File: config.mk
export PLATFORM = sky130hd
export DESIGN_NAME = q16_vec3_normalize
export DESIGN_NICKNAME = d
export VERILOG_FILES = /design/src/rtl/qvn_pkg.sv /design/src/rtl/q16_vec3_normalize.sv /design/src/rtl/qvn_ctrl.sv /design/src/rtl/qvn_dpath.sv
export SDC_FILE = /design/constraint.sdc
export NUM_CORES = 2
export LEC_CHECK = 0
export BUFFER_PORTS_ARGS = -buffer_cell sky130_fd_sc_hd__buf_2
export CAP_MARGIN = 20
export CORE_ASPECT_RATIO = 1.25
export CORE_MARGIN = 2
export CORE_UTILIZATION = 50
export CTS_CLUSTER_SIZE = 10
export DETAILED_ROUTE_END_ITERATION = 10
export GPL_ROUTABILITY_DRIVEN = 0
export PLACE_DENSITY = 0.67
export REMOVE_ABC_BUFFERS = 1
export SYNTH_ARGS = -nofsm -noshare
export SYNTH_HDL_FRONTEND = slang
export SYNTH_SLANG_ARGS = --single-unit
File: constraint.sdc
create_clock -name clk -period 21.1 [get_ports clk]
set_clock_uncertainty 0.1 [all_clocks]
set_input_delay 4.22 -clock clk [delete_from_list [all_inputs] [get_ports clk]]
set_output_delay 4.22 -clock clk [all_outputs]
set_load 0.02 [all_outputs]
File: src/rtl/qvn_pkg.sv
package qvn_pkg;

  localparam int DATA_W = 32;
  localparam int FRAC_BITS_DEF = 16;

  typedef struct packed {
    logic signed [DATA_W-1:0] in_x;
    logic signed [DATA_W-1:0] in_y;
    logic signed [DATA_W-1:0] in_z;
  } in_req_t;

  typedef struct packed {
    logic signed [DATA_W-1:0] norm_x;
    logic signed [DATA_W-1:0] norm_y;
    logic signed [DATA_W-1:0] norm_z;
  } out_res_t;

  // controller to datapath
  typedef struct packed {
    logic load;
    logic sq_step;
    logic sum_step;
    logic rt_init;
    logic rt_step;
    logic dv_init;
    logic dv_step;
    logic zero_out;
    logic [1:0] comp;
  } qvn_cmd_t;

  // datapath to controller
  typedef struct packed {
    logic sum_bad;
    logic len_bad;
  } qvn_sts_t;

endpackage

File: src/rtl/q16_vec3_normalize.sv
// sequence (Q16.16 by default): load, square and sum each component, root of the sum, divide each component
// a sum of squares that is zero or negative skips root and divide: the result is zero
// a new vector is taken only while idle; busy is high from the accept until the result
// root and divide use one bit-serial root loop and one shared bit-serial divider
// reset: synchronous active-low rst_n returns the sequencer to idle; the receiver cannot stall
module q16_vec3_normalize #(
  parameter int FRAC_BITS = qvn_pkg::FRAC_BITS_DEF
) (
  input  logic             clk,
  input  logic             rst_n,
  input  logic             start,
  output logic             busy,
  input  qvn_pkg::in_req_t  in_req,
  output logic             out_valid,
  output qvn_pkg::out_res_t out_res
);
  import qvn_pkg::*;

  qvn_cmd_t cmd;
  qvn_sts_t sts;

  qvn_ctrl #(.FRAC_BITS(FRAC_BITS)) u_ctrl (
    .clk(clk), .rst_n(rst_n), .start(start), .busy(busy),
    .out_valid(out_valid), .cmd(cmd), .sts(sts)
  );

  qvn_dpath #(.FRAC_BITS(FRAC_BITS)) u_dpath (
    .clk(clk), .in_req(in_req), .cmd(cmd), .sts(sts), .out_res(out_res)
  );

  // no start taken while busy
  a_load_idle: assert property (@(posedge clk) disable iff (!rst_n)
    cmd.load |-> !busy) else $error("load while busy");
  // a result ends the item
  a_done_idle: assert property (@(posedge clk) disable iff (!rst_n)
    out_valid |=> !busy) else $error("busy after result");
  // root and divide never overlap
  a_excl: assert property (@(posedge clk) disable iff (!rst_n)
    !(cmd.rt_step && cmd.dv_step)) else $error("root and divide overlap");

endmodule

File: src/rtl/qvn_ctrl.sv
module qvn_ctrl #(
  parameter int FRAC_BITS = qvn_pkg::FRAC_BITS_DEF
) (
  input  logic             clk,
  input  logic             rst_n,
  input  logic             start,
  output logic             busy,
  output logic             out_valid,
  output qvn_pkg::qvn_cmd_t cmd,
  input  qvn_pkg::qvn_sts_t sts
);
  import qvn_pkg::*;

  localparam int RT_STEPS = (DATA_W + FRAC_BITS + 1) / 2;
  localparam int DV_STEPS = DATA_W + FRAC_BITS;
  localparam int CNT_W = $clog2(DV_STEPS + 1);

  localparam logic [2:0] S_IDLE = 3'd0;
  localparam logic [2:0] S_SQ   = 3'd1;
  localparam logic [2:0] S_SUM  = 3'd2;
  localparam logic [2:0] S_RT   = 3'd3;
  localparam logic [2:0] S_DVI  = 3'd4;
  localparam logic [2:0] S_DV   = 3'd5;
  localparam logic [2:0] S_DONE = 3'd6;

  logic [2:0] state_r, state_nxt;
  logic [CNT_W-1:0] cnt_r, cnt_nxt;
  logic [1:0] comp_r, comp_nxt;

  // sequencer
  always_comb begin
    state_nxt = state_r;
    cnt_nxt = cnt_r;
    comp_nxt = comp_r;
    cmd = '0;
    cmd.comp = comp_r;
    case (state_r)
      S_IDLE: begin
        if (start) begin
          cmd.load = 1'b1;
          comp_nxt = 2'd0;
          state_nxt = S_SQ;
        end
      end
      S_SQ: begin
        cmd.sq_step = 1'b1;
        state_nxt = S_SUM;
      end
      S_SUM: begin
        cmd.sum_step = 1'b1;
        if (comp_r == 2'd2) begin
          state_nxt = S_RT;
          cnt_nxt = '0;
        end else begin
          comp_nxt = comp_r + 2'd1;
          state_nxt = S_SQ;
        end
      end
      S_RT: begin
        if (cnt_r == '0) begin
          if (sts.sum_bad) begin
            cmd.zero_out = 1'b1;
            state_nxt = S_DONE;
          end else begin
            cmd.rt_init = 1'b1;
            cnt_nxt = cnt_r + 1'b1;
          end
        end else begin
          cmd.rt_step = 1'b1;
          if (cnt_r == CNT_W'(RT_STEPS)) begin
            comp_nxt = 2'd0;
            state_nxt = S_DVI;
          end else begin
            cnt_nxt = cnt_r + 1'b1;
          end
        end
      end
      S_DVI: begin
        if (sts.len_bad) begin
          cmd.zero_out = 1'b1;
          state_nxt = S_DONE;
        end else begin
          cmd.dv_init = 1'b1;
          cnt_nxt = '0;
          state_nxt = S_DV;
        end
      end
      S_DV: begin
        cmd.dv_step = 1'b1;
        if (cnt_r == CNT_W'(DV_STEPS - 1)) begin
          if (comp_r == 2'd2) begin
            state_nxt = S_DONE;
          end else begin
            comp_nxt = comp_r + 2'd1;
            state_nxt = S_DVI;
          end
        end else begin
          cnt_nxt = cnt_r + 1'b1;
        end
      end
      S_DONE: state_nxt = S_IDLE;
      default: state_nxt = S_IDLE;
    endcase
  end

  always_ff @(posedge clk) begin
    if (!rst_n) begin
      state_r <= S_IDLE;
      cnt_r <= '0;
      comp_r <= '0;
    end else begin
      state_r <= state_nxt;
      cnt_r <= cnt_nxt;
      comp_r <= comp_nxt;
    end
  end

  assign busy = (state_r != S_IDLE);
  assign out_valid = (state_r == S_DONE);

endmodule

File: src/rtl/qvn_dpath.sv
module qvn_dpath #(
  parameter int FRAC_BITS = qvn_pkg::FRAC_BITS_DEF
) (
  input  logic              clk,
  input  qvn_pkg::in_req_t  in_req,
  input  qvn_pkg::qvn_cmd_t cmd,
  output qvn_pkg::qvn_sts_t sts,
  output qvn_pkg::out_res_t out_res
);
  import qvn_pkg::*;

  localparam int RW = DATA_W + FRAC_BITS + 1;      // radicand width plus one; halved below to round up to even
  localparam int RT_STEPS = RW / 2;
  localparam int NW = DATA_W + FRAC_BITS;          // dividend magnitude width
  localparam int PW = 2 * DATA_W;

  logic signed [DATA_W-1:0] vec_r [3];
  logic [DATA_W-1:0] mag_sel;
  logic [PW-1:0] prod_r;
  logic [DATA_W-1:0] sum_r;
  logic [2*RT_STEPS-1:0] rad_r;
  logic [RT_STEPS+1:0] rem_r;
  logic [RT_STEPS-1:0] root_r;
  logic [NW-1:0] num_r;
  logic [DATA_W:0] drem_r;
  logic neg_r;
  logic [DATA_W-1:0] res_r [3];
  logic [PW-1:0] sq_rnd;
  logic [RT_STEPS+1:0] rt_trial;
  logic [RT_STEPS+1:0] rt_sub;
  logic [DATA_W:0] dv_trial;
  logic [DATA_W:0] dv_sub;
  logic [DATA_W-1:0] q_lo;
  logic [NW-1:0] num_mag;

  // magnitude of selected component, its rounded square and its shifted dividend
  always_comb begin
    mag_sel = vec_r[cmd.comp][DATA_W-1] ? DATA_W'(-vec_r[cmd.comp]) : vec_r[cmd.comp];
    sq_rnd = (prod_r + (PW'(1) << (FRAC_BITS - 1))) >> FRAC_BITS;
    num_mag = NW'(mag_sel) << FRAC_BITS;
  end

  // restoring root: two radicand bits per step; restoring divide: one dividend bit per step
  always_comb begin
    rt_trial = {rem_r[RT_STEPS-1:0], rad_r[2*RT_STEPS-1 -: 2]};
    rt_sub = rt_trial - {root_r, 2'b01};
    dv_trial = {drem_r[DATA_W-1:0], num_r[NW-1]};
    dv_sub = dv_trial - (DATA_W+1)'(root_r);
    q_lo = num_r[DATA_W-1:0];
  end

  always_ff @(posedge clk) begin
    if (cmd.load) begin
      vec_r[0] <= in_req.in_x;
      vec_r[1] <= in_req.in_y;
      vec_r[2] <= in_req.in_z;
      sum_r <= '0;
    end
    if (cmd.sq_step) prod_r <= PW'(mag_sel) * PW'(mag_sel);
    if (cmd.sum_step) sum_r <= sum_r + sq_rnd[DATA_W-1:0];
    if (cmd.rt_init) begin
      rad_r <= (2*RT_STEPS)'({sum_r, FRAC_BITS'(0)});
      rem_r <= '0;
      root_r <= '0;
    end
    if (cmd.rt_step) begin
      rad_r <= rad_r << 2;
      if (!rt_sub[RT_STEPS+1]) begin
        rem_r <= rt_sub;
        root_r <= {root_r[RT_STEPS-2:0], 1'b1};
      end else begin
        rem_r <= rt_trial;
        root_r <= {root_r[RT_STEPS-2:0], 1'b0};
      end
    end
    if (cmd.dv_init) begin
      num_r <= num_mag;
      drem_r <= '0;
      neg_r <= vec_r[cmd.comp][DATA_W-1];
    end
    if (cmd.dv_step) begin
      if (!dv_sub[DATA_W]) begin
        drem_r <= dv_sub;
        num_r <= {num_r[NW-2:0], 1'b1};
      end else begin
        drem_r <= dv_trial;
        num_r <= {num_r[NW-2:0], 1'b0};
      end
    end
    if (cmd.zero_out) begin
      res_r[0] <= '0;
      res_r[1] <= '0;
      res_r[2] <= '0;
    end else if (cmd.dv_init && cmd.comp != 2'd0) begin
      res_r[cmd.comp - 2'd1] <= neg_r ? DATA_W'(-q_lo) : q_lo;
    end else if (cmd.dv_step == 1'b0 && cmd.comp == 2'd2 && !cmd.dv_init && !cmd.rt_step
                 && !cmd.sq_step && !cmd.sum_step && !cmd.load && !cmd.rt_init) begin
      res_r[2] <= neg_r ? DATA_W'(-q_lo) : q_lo;
    end
  end

  // status
  assign sts.sum_bad = (sum_r == '0) || sum_r[DATA_W-1];
  assign sts.len_bad = (root_r == '0) || (RT_STEPS > DATA_W - 1 && root_r[RT_STEPS-1]);

  assign out_res.norm_x = res_r[0];
  assign out_res.norm_y = res_r[1];
  assign out_res.norm_z = (cmd.comp == 2'd2 && !sts.sum_bad && !sts.len_bad)
                          ? (neg_r ? DATA_W'(-q_lo) : q_lo) : res_r[2];

endmodule

# Word level (Yosys, flattened, before mapping)
# Memory sizes are Yosys's and may differ from the RTL's. A register that Yosys moved wholly into a read port is not among the register bits.
# Index checks and enable logic that the tools add are counted.
[word_totals]
mem_count = 2
ff_bits = 252
ram_bits = 192
in_bits = 99
output_inout_bits = 98
wordCells = 153
[mem_list]
columns = ["name", "depth", "word_bits", "rd", "rd_ports_with_merged_regs", "wr", "line_no", "rtl"]
rows = [
  ["u_dpath.res_r", 3, 32, 3, 0, 3, "qvn_dpath.sv:27", "logic [DATA_W-1:0] res_r [3];"],
  ["u_dpath.vec_r", 3, 32, 1, 1, 3, "qvn_dpath.sv:17", "logic signed [DATA_W-1:0] vec_r [3];"],
]
[op_classes]
add_sub_neg = 9
bitwise_logic = 2
n_eq_ne = 20
multipliers = 1
muxes = 73
n_reduce_logical = 34
[op_table]
columns = ["operator", "n"]
rows = [
  ["32-bit 2-to-1 mux", 10],
  ["48-bit 2-to-1 mux", 4],
  ["24-bit 2-to-1 mux", 5],
  ["32-bit negator", 2],
  ["48-bit by 16-bit adder with 48-bit output, second input constant", 1],
  ["32-bit by 32-bit multiplier with 48-bit output", 1],
  ["6-bit 2-to-1 mux", 6],
  ["33-bit by 24-bit subtractor with 33-bit output", 1],
  ["32-bit adder", 1],
  ["32-bit logical NOT", 1],
  ["32-bit OR reduction", 1],
  ["1-bit 2-to-1 mux", 27],
  ["26-bit subtractor", 1],
  ["24-bit logical NOT", 1],
  ["2-bit 2-to-1 mux", 12],
  ["6-bit one-hot mux with 4 select lines", 1],
  ["3-bit one-hot mux with 6 select lines", 1],
  ["3-bit 2-to-1 mux", 5],
  ["1-bit logical AND", 10],
  ["3-bit == test, second input constant", 3],
  ["1-bit logical NOT", 8],
  ["2-bit != test, second input constant", 4],
  ["2-bit one-hot mux with 4 select lines", 1],
  ["2-bit nonzero test", 4],
  ["23 further kinds", 28],
]

# Longest topological paths before layout
[logic_depth]
ltp_word = 16
mapped_depth = 44

# Cells and area by module
# From an unflattened synthesis, not the netlist that was laid out.
[hier_totals]
cells_unflattened = 4518
area_unflattened_um2 = 46176.8
[by_module_without_submodules]
columns = ["module", "n_inst", "cells_each", "area_per_inst_um2"]
rows = [
  ["qvn_dpath", 1, 4413, 45279.7],
  ["qvn_ctrl", 1, 105, 897.1],
]

# Worst setup path before layout
# No wires, ideal clock.
[synth_path]
path_type = "reg2reg"
from = "reg with a tool-made name"
to = "reg u_dpath.prod_r[47], data pin"
path_stages_with_launch = 39
setup_slack_ns = 11.772
arrival_time_ns = 8.968
cell_sequence = "dfxtp_1 > buf_6 > buf_6 > buf_6 > mux2i_1 > nor2_1 > a21oi_1 > nand3_2 > nor3_4 > nand4_2 > o21ai_2 > xnor2_1 > buf_2 > nand2_1 > fa_1 > fa_1 > inv_1 > fa_1 > [... 3 more ...] > fa_1 > fa_1 > fa_1 > inv_1 > fa_1 > inv_1 > ha_1 > a21o_1 > a21o_1 > a21o_1 > a21o_1 > a21o_1 > a21oi_1 > nor2b_1 > a31oi_4 > a211oi_1 > o21ba_1 > xnor2_1"
[synth_lines]
columns = ["element", "line_no", "rtl"]
rows = [
  ["end signal, assigned", "qvn_dpath.sv:59", "if (cmd.sq_step) prod_r <= PW'(mag_sel) * PW'(mag_sel);"],
  ["end, declared", "qvn_dpath.sv:19", "logic [PW-1:0] prod_r;"],
]

==> metrics.txt <==
RSZ-0062 raised after global routing false; global-route wire length before repair 186000 um; Syn Inst Count 4614; total CTS buffers 53; # IOs 197; area grow syn2layout 9.20%; CTS H-tree lvls 2; initial drt markers 2205; CP arrival 11.35 ns; Critical Path RT 21.34 ns; setup violators final 0; Root Buffer clkbuf_16; WHS Path Cells 2; DR DRC count 0; setup ws final 9.99 ns; Rel. slew slack 20.6%; # clock sinks 431; Worst-Skew Late Latency 0.64 ns; largest cells by area after synthesis fa_1, edfxtp_1, inv_1; Detailed Route WL 120000 um; Detail Route Antenna Nets 0; Final nets 5876; fin crit period 11.11 ns; Post-Synthesis Cell Area 46000 um^2; Die X 275 um; Vias 32646; dpl hpwl 93400 um; Hold Fails Final Rpt 0; worst slew pin tran 1.19 ns; clk slew on worst S/H paths 0.05 ns; Hold/Removal Path Class flip-flop to flip-flop; share of cells above drive strength 1 9.10%; post-DR wirelength/cell 19.8 um; drt pass-1 iters 5; CTS tree yes; Setup Fix Bufs, Post-CTS 0; Initial Util 50.4%; Synth Flop Type edfxtp_1; largest net degree at the start of global routing 92; Worst path max stage delay 0.94 ns; setup TNS 0 ns; Unique masters post-synth 89; num rows 124; R2R Path End u_dpath.prod_r[47]$_DFFE_PP_; CP most frequent cell fa_1; full die area 94500 um^2; Max Buffers Root-to-Sink 3; gr ovfl total 0; Post-synth EDFFs 418; leading area contributor after synthesis fa_1; initial antenna violation count 2; vias in the first global route 34246; drt via density 5.41; critical path's slowest cell dfxtp_2; crit path buf inv count 7; Hold-fix buffers, CTS 0; post-CTS resize count 0; die height 343 um; Total GRT Usage 25.8%; max frequency 90.0 MHz; max cap viols 0; Async S/R FF share, synth 0%; synthesized flop and latch total 431; Seq/Total Area, Yosys 27.8%; pre-CTS setup slack 10.11 ns; crit share post-route 52.7%; synthesized area per cell 9.97 um^2; endpoint class of the critical path flip-flop; yosys synthesis warning count 0; Core ar. 91400 um^2; delay-heaviest family, CP adder cells; port bufs 196; fin. max-slew vios 0; Synth top area share 30.5%; R2R Setup Slk 9.99 ns; hold path start u_dpath.rad_r[42]$_DFFE_PP_; Max FO, Critical Path 33; Worst Reg-to-Reg Cells 36; kind of critical path flip-flop to flip-flop; CP Launch Type flip-flop; Worst Hold End u_dpath.rad_r[44]$_DFFE_PP_; status complete, no violations
==> worst register-to-register path, delay by kind of cell (launching register included) <==
kind            cells  cell delay (ns)
compound gates      9             1.83
flops               1             0.94
buf+inv             7             1.33
simple gates        7             1.78
xor+xnor            2             0.21
fa+ha+maj           9             3.96
mux                 2             0.69
==> cell type report <==
class	instances	area (um^2)
diodes	2	5.00
clock buffers	75	1430
clock inverters	13	193
fillers	7948	41100
inverters	954	3580
multi-input cells	3095	29200
flip-flops and latches	431	12800
well taps	1197	1500
repair buffers	266	1550
==> stage by stage <==
step | hold WS [ns] | instance area (um^2) | instances | util [%]
2_1_floorplan | 0.371 | 45400 | 4480 | -
3_3_place_gp | 0.391 | 48600 | 5941 | 53.2
3_5_place_dp | 0.397 | 48600 | 5941 | 53.2
4_1_cts | 0.406 | 50200 | 6029 | 54.9
5_1_grt | 0.436 | 50300 | 6031 | 55.0
6_report | 0.402 | 50300 | 6033 | 55.0
==> state kept, by name (all words and copies together), names as in the netlist, 6 cells and up, named ones only <==
signal and cells:
u_dpath.res_r 96, u_dpath.vec_r 96, u_dpath.num_r 48, u_dpath.prod_r 33, u_dpath.drem_r 32, u_dpath.rad_r 32, u_dpath.sum_r 32, u_dpath.rem_r 24
u_dpath.root_r 24, u_ctrl.cnt_r 6
==> placed cells by master, fill, tap and decap left out, types with 9 or more instances in the layout <==
cell type and n:
and3_1 33, nor4_1 17, buf_2 196, nand3_1 43
nor2b_1 26, clkbuf_1 20, nor2_1 559, a211oi_1 11
clkinv_1 10, a21o_1 60, xnor2_2 10, nor3_1 31
edfxtp_1 418, o31ai_1 15, a21oi_1 205, inv_2 22
a31oi_1 11, xnor2_1 108, xor2_1 97, o21ai_0 101
xor2_2 9, nand4_1 18, buf_4 68, mux2i_1 44
ha_1 274, o21bai_1 10, o21a_1 20, nand2b_1 24
or3_1 20, conb_1 13, and2_1 30, fa_1 702
inv_1 925, nand2_1 447, dfxtp_1 11, clkbuf_16 53
==> routing by layer <==
metal  wire length (um)  global-route usage, %
met3               8070                   4.01
met2              61300                   46.2
met4               7550                   13.5
met5                  0                      0
met1              42800                   29.5
==> synthesized netlist by cell type, types with 11 or more instances <==
cell type and instances:
nor2b_1 27, nor2_1 561, o21a_1 20, clkbuf_1 103, ha_1 274, nand4_1 18
and3_1 33, inv_1 925, a31oi_1 11, nand2b_1 24, and2_1 30, nand3_1 44
inv_2 22, or3_1 20, nand2_1 449, buf_2 24, fa_1 702, xor2_1 102
a21o_1 60, xnor2_1 113, edfxtp_1 418, nor3_1 32, dfxtp_1 13, a21oi_1 205
a211oi_1 11, mux2i_1 44, o21ai_0 102, o31ai_1 15, nor4_1 17
==> how the worst max path moves through the flow <==
| stage | end | slack (ns) | cells past startpoint |
|---|---|---|---|
| final | u_dpath.prod_r[47]$_DFFE_PP_ | 9.99 | 36 |
| after floorplan | u_dpath.prod_r[47]$_DFFE_PP_ | 9.84 | 35 |
| after CTS | u_dpath.prod_r[47]$_DFFE_PP_ | 10.02 | 36 |
| after detailed placement | u_dpath.prod_r[42]$_DFFE_PP_ | 10.11 | 35 |
| after global routing | u_dpath.prod_r[47]$_DFFE_PP_ | 9.42 | 36 |
| after global placement | u_dpath.prod_r[42]$_DFFE_PP_ | 10.23 | 35 |
==> cells by family after synthesis <==
kind of cell	after synthesis	share of synthesized area, %
buffers and inverters	1099	9.13
other	2	0.0163
multiplexers	58	1.32
AO/OA/AOI/OAI	521	7.06
flip-flops	431	27.8
AND/OR/NAND/NOR	1302	12.2
XOR/XNOR	225	4.45
adder cells (fa/ha/maj)	976	38.0
Power is left out: the tool's default activity adds up to more than one toggle a clock period on the data nets, which glitch-free logic cannot reach.
